--- src/hw/rtl/nlcf_pkg.sv ---
// Shared types, character codes and helper functions of the NMEA line checksum framer.
package nlcf_pkg;

   // Character codes that steer the framing.
   localparam logic [7:0] CHAR_LF     = 8'h0A;
   localparam logic [7:0] CHAR_CR     = 8'h0D;
   localparam logic [7:0] CHAR_TAB    = 8'h09;
   localparam logic [7:0] CHAR_DOLLAR = 8'h24;
   localparam logic [7:0] CHAR_STAR   = 8'h2A;
   localparam logic [7:0] CHAR_ZERO   = 8'h30;
   localparam logic [7:0] CHAR_NINE   = 8'h39;
   localparam logic [7:0] CHAR_LO_A   = 8'h61;
   localparam logic [7:0] CHAR_LO_F   = 8'h66;
   localparam logic [7:0] CHAR_UP_A   = 8'h41;
   localparam logic [7:0] CHAR_UP_F   = 8'h46;

   // Ceiling of the saturating checksum-error counter.
   localparam logic [15:0] ERR_COUNT_MAX = 16'hFFFF;

   // Verdict reported for each line.
   typedef enum logic [1:0] {
      STATUS_GOOD     = 2'd0,
      STATUS_NO_SUM   = 2'd1,
      STATUS_MISMATCH = 2'd2,
      STATUS_OVERLONG = 2'd3
   } status_type;

   // One result beat.
   typedef struct packed {
      status_type  status;
      logic [7:0]  line_length;
      logic [7:0]  computed_sum;
      logic [7:0]  received_sum;
      logic [15:0] checksum_errors;
   } result_type;

   // A hex digit as read from one character.
   typedef struct packed {
      logic       valid;
      logic [3:0] value;
   } hex_digit_type;

   // True for a decimal digit character.
   function automatic logic is_digit(input logic [7:0] c);
      return (c >= CHAR_ZERO) && (c <= CHAR_NINE);
   endfunction

   // Reads one character as a hex digit of either case.
   function automatic hex_digit_type hex_value(input logic [7:0] c);
      hex_digit_type h;
      logic [7:0]    diff;
      h.valid = 1'b0;
      h.value = 4'd0;
      diff    = 8'd0;
      if ((c >= CHAR_ZERO) && (c <= CHAR_NINE)) begin
         diff    = c - CHAR_ZERO;
         h.valid = 1'b1;
         h.value = diff[3:0];
      end else if ((c >= CHAR_LO_A) && (c <= CHAR_LO_F)) begin
         diff    = c - CHAR_LO_A + 8'd10;
         h.valid = 1'b1;
         h.value = diff[3:0];
      end else if ((c >= CHAR_UP_A) && (c <= CHAR_UP_F)) begin
         diff    = c - CHAR_UP_A + 8'd10;
         h.valid = 1'b1;
         h.value = diff[3:0];
      end
      return h;
   endfunction

endpackage

--- src/hw/rtl/nmea_line_checksum_framer_unit.sv ---
// Top level of the NMEA line checksum framer: input register, line logic and result register.
//
//   channel | direction | payload                                       | handshake
//   req     | in        | rx_byte                                       | req_valid/req_ready
//   rsp     | out       | status, line_length, computed_sum,            | rsp_valid/rsp_ready
//           |           | received_sum, checksum_errors                 |
//
// One byte is taken every cycle unless a newline waits for the result register; a result
// is presented after its newline byte passes the input register and then the result register.
// The byte in the input register updates the line state as it leaves; only a newline
// has to wait for room in the result register, so a stalled consumer stops the input
// side only when a newline meets a full result register.
// Synchronous reset empties both registers, returns the line state to its start and the error
// counter to zero.
module nmea_line_checksum_framer_unit #(
   parameter int LINE_MAX = 256
) (
   input  logic        clock,
   input  logic        reset,
   input  logic        req_valid,
   output logic        req_ready,
   input  logic [7:0]  req_rx_byte,
   output logic        rsp_valid,
   input  logic        rsp_ready,
   output logic [1:0]  rsp_status,
   output logic [7:0]  rsp_line_length,
   output logic [7:0]  rsp_computed_sum,
   output logic [7:0]  rsp_received_sum,
   output logic [15:0] rsp_checksum_errors
);

   logic                 in_valid_ff, in_valid_in;
   logic [7:0]           in_byte_ff;
   logic                 is_newline;
   logic                 consume;
   nlcf_pkg::result_type line_result;
   nlcf_pkg::result_type rsp_data;

   // A held byte leaves unless it is a newline that finds the result slot occupied and not being taken.
   assign is_newline  = (in_byte_ff == nlcf_pkg::CHAR_LF);
   assign consume     = in_valid_ff && (!is_newline || !rsp_valid || rsp_ready);
   assign req_ready   = !in_valid_ff || consume;
   assign in_valid_in = (req_valid && req_ready) || (in_valid_ff && !consume);

   // Input register.
   always_ff @(posedge clock) begin
      if (reset) begin
         in_valid_ff <= 1'b0;
      end else begin
         in_valid_ff <= in_valid_in;
      end
   end

   always_ff @(posedge clock) begin
      if (req_valid && req_ready) begin
         in_byte_ff <= req_rx_byte;
      end
   end

   nlcf_line_state #(
      .LINE_MAX(LINE_MAX)
   ) u_line_state (
      .clock  (clock),
      .reset  (reset),
      .step   (consume),
      .rx_byte(in_byte_ff),
      .result (line_result)
   );

   nlcf_rsp_reg u_rsp_reg (
      .clock    (clock),
      .reset    (reset),
      .load     (consume && is_newline),
      .load_data(line_result),
      .rsp_ready(rsp_ready),
      .rsp_valid(rsp_valid),
      .rsp_data (rsp_data)
   );

   // Result fields onto their ports.
   assign rsp_status          = rsp_data.status;
   assign rsp_line_length     = rsp_data.line_length;
   assign rsp_computed_sum    = rsp_data.computed_sum;
   assign rsp_received_sum    = rsp_data.received_sum;
   assign rsp_checksum_errors = rsp_data.checksum_errors;

endmodule

--- src/hw/rtl/nlcf_line_state.sv ---
// Per-line framing state, running checksum and verdict logic of the line checksum framer.
module nlcf_line_state #(
   parameter int LINE_MAX = 256
) (
   input  logic                clock,
   input  logic                reset,
   input  logic                step,
   input  logic [7:0]          rx_byte,
   output nlcf_pkg::result_type result
);

   localparam int CNT_W = $clog2(LINE_MAX + 1);
   localparam int LEN_W = (CNT_W > 8) ? CNT_W : 8;
   localparam logic [CNT_W-1:0] LIMIT = CNT_W'(LINE_MAX);

   logic             in_prefix_ff, in_prefix_in;
   logic [CNT_W-1:0] raw_count_ff, raw_count_in;
   logic [CNT_W-1:0] strip_count_ff, strip_count_in;
   logic             dollar_ff, dollar_in;
   logic [7:0]       xor_acc_ff, xor_acc_in;
   logic [7:0]       recent_ff [3];
   logic [7:0]       recent_in [3];
   logic             overlong_ff, overlong_in;
   logic [15:0]      err_count_ff, err_count_in;

   logic             feed;
   logic [CNT_W-1:0] raw_next;
   logic [CNT_W-1:0] feed_base;
   logic [CNT_W-1:0] feed_count;
   logic [CNT_W-1:0] strip_eff;
   logic [LEN_W-1:0] strip_wide;
   logic             has_sum;
   nlcf_pkg::hex_digit_type h1, h2;
   logic [7:0]       comp_sum;
   logic [7:0]       recv_sum;
   logic             mismatch;

   // Checksum verdict for the line that a newline closes.
   always_comb begin
      strip_eff  = in_prefix_ff ? raw_count_ff : strip_count_ff;
      strip_wide = LEN_W'(strip_eff);
      has_sum    = dollar_ff && (strip_eff > CNT_W'(4)) && (recent_ff[2] == nlcf_pkg::CHAR_STAR);
      h1         = nlcf_pkg::hex_value(recent_ff[1]);
      h2         = nlcf_pkg::hex_value(recent_ff[0]);
      comp_sum   = xor_acc_ff ^ recent_ff[0] ^ recent_ff[1] ^ recent_ff[2];
      if (!h1.valid) begin
         recv_sum = 8'd0;
      end else if (h2.valid) begin
         recv_sum = {h1.value, h2.value};
      end else begin
         recv_sum = {4'd0, h1.value};
      end
      mismatch = !overlong_ff && has_sum && (recv_sum != comp_sum);

      if (mismatch && (err_count_ff != nlcf_pkg::ERR_COUNT_MAX)) begin
         err_count_in = err_count_ff + 16'd1;
      end else begin
         err_count_in = err_count_ff;
      end

      priority if (overlong_ff) begin
         result.status = nlcf_pkg::STATUS_OVERLONG;
      end else if (!has_sum) begin
         result.status = nlcf_pkg::STATUS_NO_SUM;
      end else if (mismatch) begin
         result.status = nlcf_pkg::STATUS_MISMATCH;
      end else begin
         result.status = nlcf_pkg::STATUS_GOOD;
      end
      result.line_length     = (strip_wide > LEN_W'(255)) ? 8'hFF : strip_wide[7:0];
      result.computed_sum    = (!overlong_ff && has_sum) ? comp_sum : 8'd0;
      result.received_sum    = (!overlong_ff && has_sum) ? recv_sum : 8'd0;
      result.checksum_errors = err_count_in;
   end

   // Next state for an ordinary character: prefix stripping, counting and the XOR.
   always_comb begin
      in_prefix_in   = in_prefix_ff;
      raw_count_in   = raw_count_ff;
      strip_count_in = strip_count_ff;
      dollar_in      = dollar_ff;
      xor_acc_in     = xor_acc_ff;
      recent_in      = recent_ff;
      overlong_in    = overlong_ff;
      feed           = 1'b0;
      feed_base      = strip_count_ff;
      feed_count     = strip_count_ff;
      raw_next       = raw_count_ff + CNT_W'(1);

      if (raw_count_ff < LIMIT) begin
         raw_count_in = raw_next;
         if (raw_next >= LIMIT) begin
            overlong_in = 1'b1;
         end
         if (!in_prefix_ff) begin
            feed = 1'b1;
         end else if (!nlcf_pkg::is_digit(rx_byte)) begin
            in_prefix_in = 1'b0;
            if (rx_byte == nlcf_pkg::CHAR_TAB) begin
               strip_count_in = '0;
            end else begin
               feed      = 1'b1;
               feed_base = raw_count_ff;
            end
         end
      end

      if (feed) begin
         feed_count     = (feed_base < LIMIT) ? feed_base + CNT_W'(1) : feed_base;
         strip_count_in = feed_count;
         if (feed_count == CNT_W'(1)) begin
            dollar_in = (rx_byte == nlcf_pkg::CHAR_DOLLAR);
         end else begin
            xor_acc_in = xor_acc_ff ^ rx_byte;
         end
         recent_in[2] = recent_ff[1];
         recent_in[1] = recent_ff[0];
         recent_in[0] = rx_byte;
      end
   end

   // State registers; a newline returns the line state to its start.
   always_ff @(posedge clock) begin
      if (reset) begin
         in_prefix_ff   <= 1'b1;
         raw_count_ff   <= '0;
         strip_count_ff <= '0;
         dollar_ff      <= 1'b0;
         xor_acc_ff     <= 8'd0;
         recent_ff[0]   <= 8'd0;
         recent_ff[1]   <= 8'd0;
         recent_ff[2]   <= 8'd0;
         overlong_ff    <= 1'b0;
         err_count_ff   <= 16'd0;
      end else if (step && (rx_byte == nlcf_pkg::CHAR_LF)) begin
         in_prefix_ff   <= 1'b1;
         raw_count_ff   <= '0;
         strip_count_ff <= '0;
         dollar_ff      <= 1'b0;
         xor_acc_ff     <= 8'd0;
         recent_ff[0]   <= 8'd0;
         recent_ff[1]   <= 8'd0;
         recent_ff[2]   <= 8'd0;
         overlong_ff    <= 1'b0;
         err_count_ff   <= err_count_in;
      end else if (step && (rx_byte != nlcf_pkg::CHAR_CR)) begin
         in_prefix_ff   <= in_prefix_in;
         raw_count_ff   <= raw_count_in;
         strip_count_ff <= strip_count_in;
         dollar_ff      <= dollar_in;
         xor_acc_ff     <= xor_acc_in;
         recent_ff      <= recent_in;
         overlong_ff    <= overlong_in;
      end
   end

endmodule

--- src/hw/rtl/nlcf_rsp_reg.sv ---
// Result register that holds one finished beat until the consumer takes it.
module nlcf_rsp_reg (
   input  logic                 clock,
   input  logic                 reset,
   input  logic                 load,
   input  nlcf_pkg::result_type load_data,
   input  logic                 rsp_ready,
   output logic                 rsp_valid,
   output nlcf_pkg::result_type rsp_data
);

   logic                 valid_ff, valid_in;
   nlcf_pkg::result_type data_ff;

   // The slot fills on a load and empties when its beat is taken.
   assign valid_in = load || (valid_ff && !rsp_ready);

   always_ff @(posedge clock) begin
      if (reset) begin
         valid_ff <= 1'b0;
      end else begin
         valid_ff <= valid_in;
      end
   end

   always_ff @(posedge clock) begin
      if (load) begin
         data_ff <= load_data;
      end
   end

   assign rsp_valid = valid_ff;
   assign rsp_data  = data_ff;

endmodule
--- config.mk ---
export PLATFORM = sky130hd
export DESIGN_NAME = nmea_line_checksum_framer_unit
export DESIGN_NICKNAME = d
export VERILOG_FILES = /design/src/hw/rtl/nlcf_pkg.sv /design/src/hw/rtl/nmea_line_checksum_framer_unit.sv /design/src/hw/rtl/nlcf_line_state.sv /design/src/hw/rtl/nlcf_rsp_reg.sv
export SDC_FILE = /design/constraint.sdc
export NUM_CORES = 1
export LEC_CHECK = 0
export ABC_AREA = 1
export BUFFER_PORTS_ARGS = -buffer_cell sky130_fd_sc_hd__buf_4
export CORE_ASPECT_RATIO = 2
export CORE_UTILIZATION = 50
export DETAILED_ROUTE_END_ITERATION = 10
export GPL_ROUTABILITY_DRIVEN = 1
export PLACE_DENSITY = 0.69
export REMOVE_ABC_BUFFERS = 1
export SLEW_MARGIN = 5
export SYNTH_ARGS = -nofsm -noshare
export SYNTH_HDL_FRONTEND = slang
export SYNTH_SLANG_ARGS = --single-unit
--- constraint.sdc ---
create_clock -name clock -period 2.9 [get_ports clock]
set_input_delay 0.725 -clock clock [delete_from_list [all_inputs] [get_ports clock]]
set_output_delay 0.725 -clock clock [all_outputs]
set_load 0.05 [all_outputs]
==> impl_metrics.yaml <==
cts:
  clock_latency_ns: 0.42
  cts_tree: "built"
  cts_hold_buf: 0
  root_buffer: "clkbuf_16"
  path_clk_slew_ns: 0.06
  cts_buffer_depth: 2
  postCtsSetupRepairBufs: 0
  h-tree-depth: 4
  clkSinkCount: 121
  cts-buffers-inserted: 17
sta:
  tns_ns: 0
  fin_ws_ns: 0.207
  fin_worst_skew_ns: 0.00940
  drv_slew: 0
  fmax_mhz: 371
  relSlewSlack_pct: 43.0
  worstMarginPinSlew_ns: 0.850
  setup_viol: 0
  hold_viol: 0
  holdWs_ns: 0.466
  fin_crit_sh_pct: 92.9
  finalCriticalPeriod_ns: 2.69
critical_path:
  path_cells: "inv_1, nand2_1, nor2_1, nand2_1, nand3_2, buf_4, nand2_1, nand2_1, nand2_1, nor2_2, nand3_1, nand2_1, nand2_1, nor2_2, nand3_4, nand2_1, nand2_1, nand2_1, nor2_1"
  end_kind: "register"
  crit_fanout: 13
  cp-start-kind: "register"
  rr_worst_depth: 19
  crit_arrival_ns: 3.01
  slowest_stage: "edfxtp_1"
  cpMostUsedCell: "nand2_1"
  path_class: "register to register"
  max_stage_delay_ns: 0.40
  cp.required_ns: 3.22
floorplan:
  die_y_microns: 165
  die_x_microns: 83.3
  start_util_pct: 51.2
  rows: 59
  io-pin-count: 56
  dieArea_sq_mm: 0.0137
  core_sq_mm: 0.0129
detailed_routing:
  first_pass_iters: 5
  routed_wl_microns: 15400
  dr.first_iter.drc_count: 230
  postRouteAntennaNets: 0
  wl_per_cell_microns: 13.8
  vias: 5796
  drc_errors: 0
  via_per_inst: 5.21
power_and_ir_drop:
  powerDensity_mw_per_mm2: 565
  vdd.ir_drop.worst_v: 0.000449
  p_leak_nw: 3.50
synthesis:
  ys_seq_elements: 121
  synth-seq-area-share_pct: 44.2
  post-synth-top-count-cell: "nand2_1"
  syn_avg_cell_area_sq_um: 7.56
  synth_area_leaders: "edfxtp_1 (23%), dfxtp_1 (22%), nand2_1 (14%)"
  ys_async_sr_fraction_pct: 0
  synthFlopType: "dfxtp_1"
  yosysWarnings: 0
  synth_edf_count: 50
  netlist.area_leader.share_pct: 22.7
  yosys.area.top_type: "edfxtp_1"
  synth_cell_types: 40
  synth_common_cells: "nand2_1 (252), nor2_1 (96), inv_1 (88), dfxtp_1 (71), edfxtp_1 (50)"
  syn-instance-count: 874
  syn_area_sq_mm: 0.00661
placement:
  post-place-ws_ns: 0.147
  hpwl_microns: 11600
  gp_congestion: 0.885
  dpl_cell_area_sq_mm: 0.00728
  io_buffers: 55
cells_and_area:
  final_cell_area_sq_mm: 0.00792
  fillCellCount: 1186
  post-route-util_pct: 61.3
  layout.nets: 972
  diodes: 0
  drive_gt1_share_pct: 18.0
  syn2layout_area_growth_pct: 19.9
global_route:
  grt_pass1_vias: 5465
  overflow: 0
  antenna_found_initial: 0
  grt_max_degree: 43
  grtUsageTotal_pct: 23.1
  grt_first_pass_wirelength_microns: 24900
flow_run:
  maxCapViolations: 0
hold_path:
  min-delay-path-class: "register to register"
  hold_depth: 2
run_status:
  outcome: "complete, no violations"
cells in the final DEF, fill, tap and decap left out, types with 5 or more instances in the layout:
master / count
nand2_1: 252
nor2_1: 90
inv_1: 88
buf_4: 78
dfxtp_1: 69
edfxtp_1: 50
nand3_1: 46
a21oi_1: 40
nand4_1: 38
o21ai_0: 28
nand2_2: 24
clkbuf_16: 21
xor2_1: 20
xnor2_1: 19
nor3_1: 15
nor2_2: 12
ha_1: 12
inv_2: 6
nand3_2: 5
metrics by stage:
step	cells	total power [W]
after floorplan	850	0.00223
after detailed placement	1081	0.00238
after global placement	1081	0.00238
final	1113	0.00448
after CTS	1113	0.00450
after global routing	1113	0.00466
where the power goes:
part / internal [W] / leakage (nW) / switching [W]
registers: 0.00181 / 1.03 / 0.0000477
logic: 0.000178 / 2.17 / 0.000317
clock network: 0.00132 / 0.300 / 0.000797
sequential cells by signal (all words and copies together) (netlist names):
name	count
u_line_state.in_prefix_ff	1
u_line_state.raw_count_ff	9
u_rsp_reg.rsp_valid	1
in_byte_ff	8
u_line_state.recent_ff	24
u_line_state.xor_acc_ff	8
u_line_state.strip_count_ff	9
in_valid_ff	1
u_line_state.overlong_ff	1
u_line_state.err_count_ff	16
u_line_state.dollar_ff	1
u_rsp_reg.rsp_data	42
layer usage:
layer | GRT usage, % | wire, microns
met1 | 21.1 | 5530
met3 | 3.30 | 461
met4 | 11.9 | 479
met2 | 47.7 | 8940
met5 | 0 | 0
worst paths after layout:
| check | endpoint | slack [ns] | startpoint |
|---|---|---|---|
| max | u_line_state.xor_acc_ff[4] | 0.21 | in_byte_ff[2] |
| min | u_line_state.strip_count_ff[7] | 0.47 | u_line_state.strip_count_ff[7] |
| max reg2reg | u_line_state.xor_acc_ff[4] | 0.21 | in_byte_ff[2] |
| min reg2reg | u_line_state.strip_count_ff[7] | 0.47 | u_line_state.strip_count_ff[7] |
kinds of logic (layout without fill, tap and decap cells):
| logic type | count (synthesis) | in the layout | synth area share (%) |
|---|---|---|---|
| simple gates | 502 | 502 | 34.3 |
| flops | 121 | 121 | 44.2 |
| buf+inv | 121 | 208 | 7.48 |
| compound gates | 78 | 78 | 6.29 |
| xor+xnor | 40 | 40 | 5.41 |
| fa+ha+maj | 12 | 12 | 2.27 |
worst max-delay path: cells and delay by family (launching register included):
family / cells / cell delay (ns)
AND/OR/NAND/NOR: 17 / 1.87
flip-flops: 1 / 0.40
buffers and inverters: 2 / 0.31
final cells by class:
class                           instances  area, sq um  area share [%]
Clock buffer                           22          539            6.81
Multi-Input combinational cell        632         3220            40.7
Tap cell                              152          190            2.40
Timing Repair Buffer                   79          606            7.64
Clock inverter                         10         72.6           0.916
Sequential cell                       121         2930            36.9
Inverter                               97          369            4.66
what timing repair did:
item | 4_1_cts | 5_1_grt
hold endpoints to repair | 0 | 0
resized for setup | 0 | 9
endpoints found under the setup margin | 0 | 20
No activity file was read; power rests on OpenSTA's default activity.
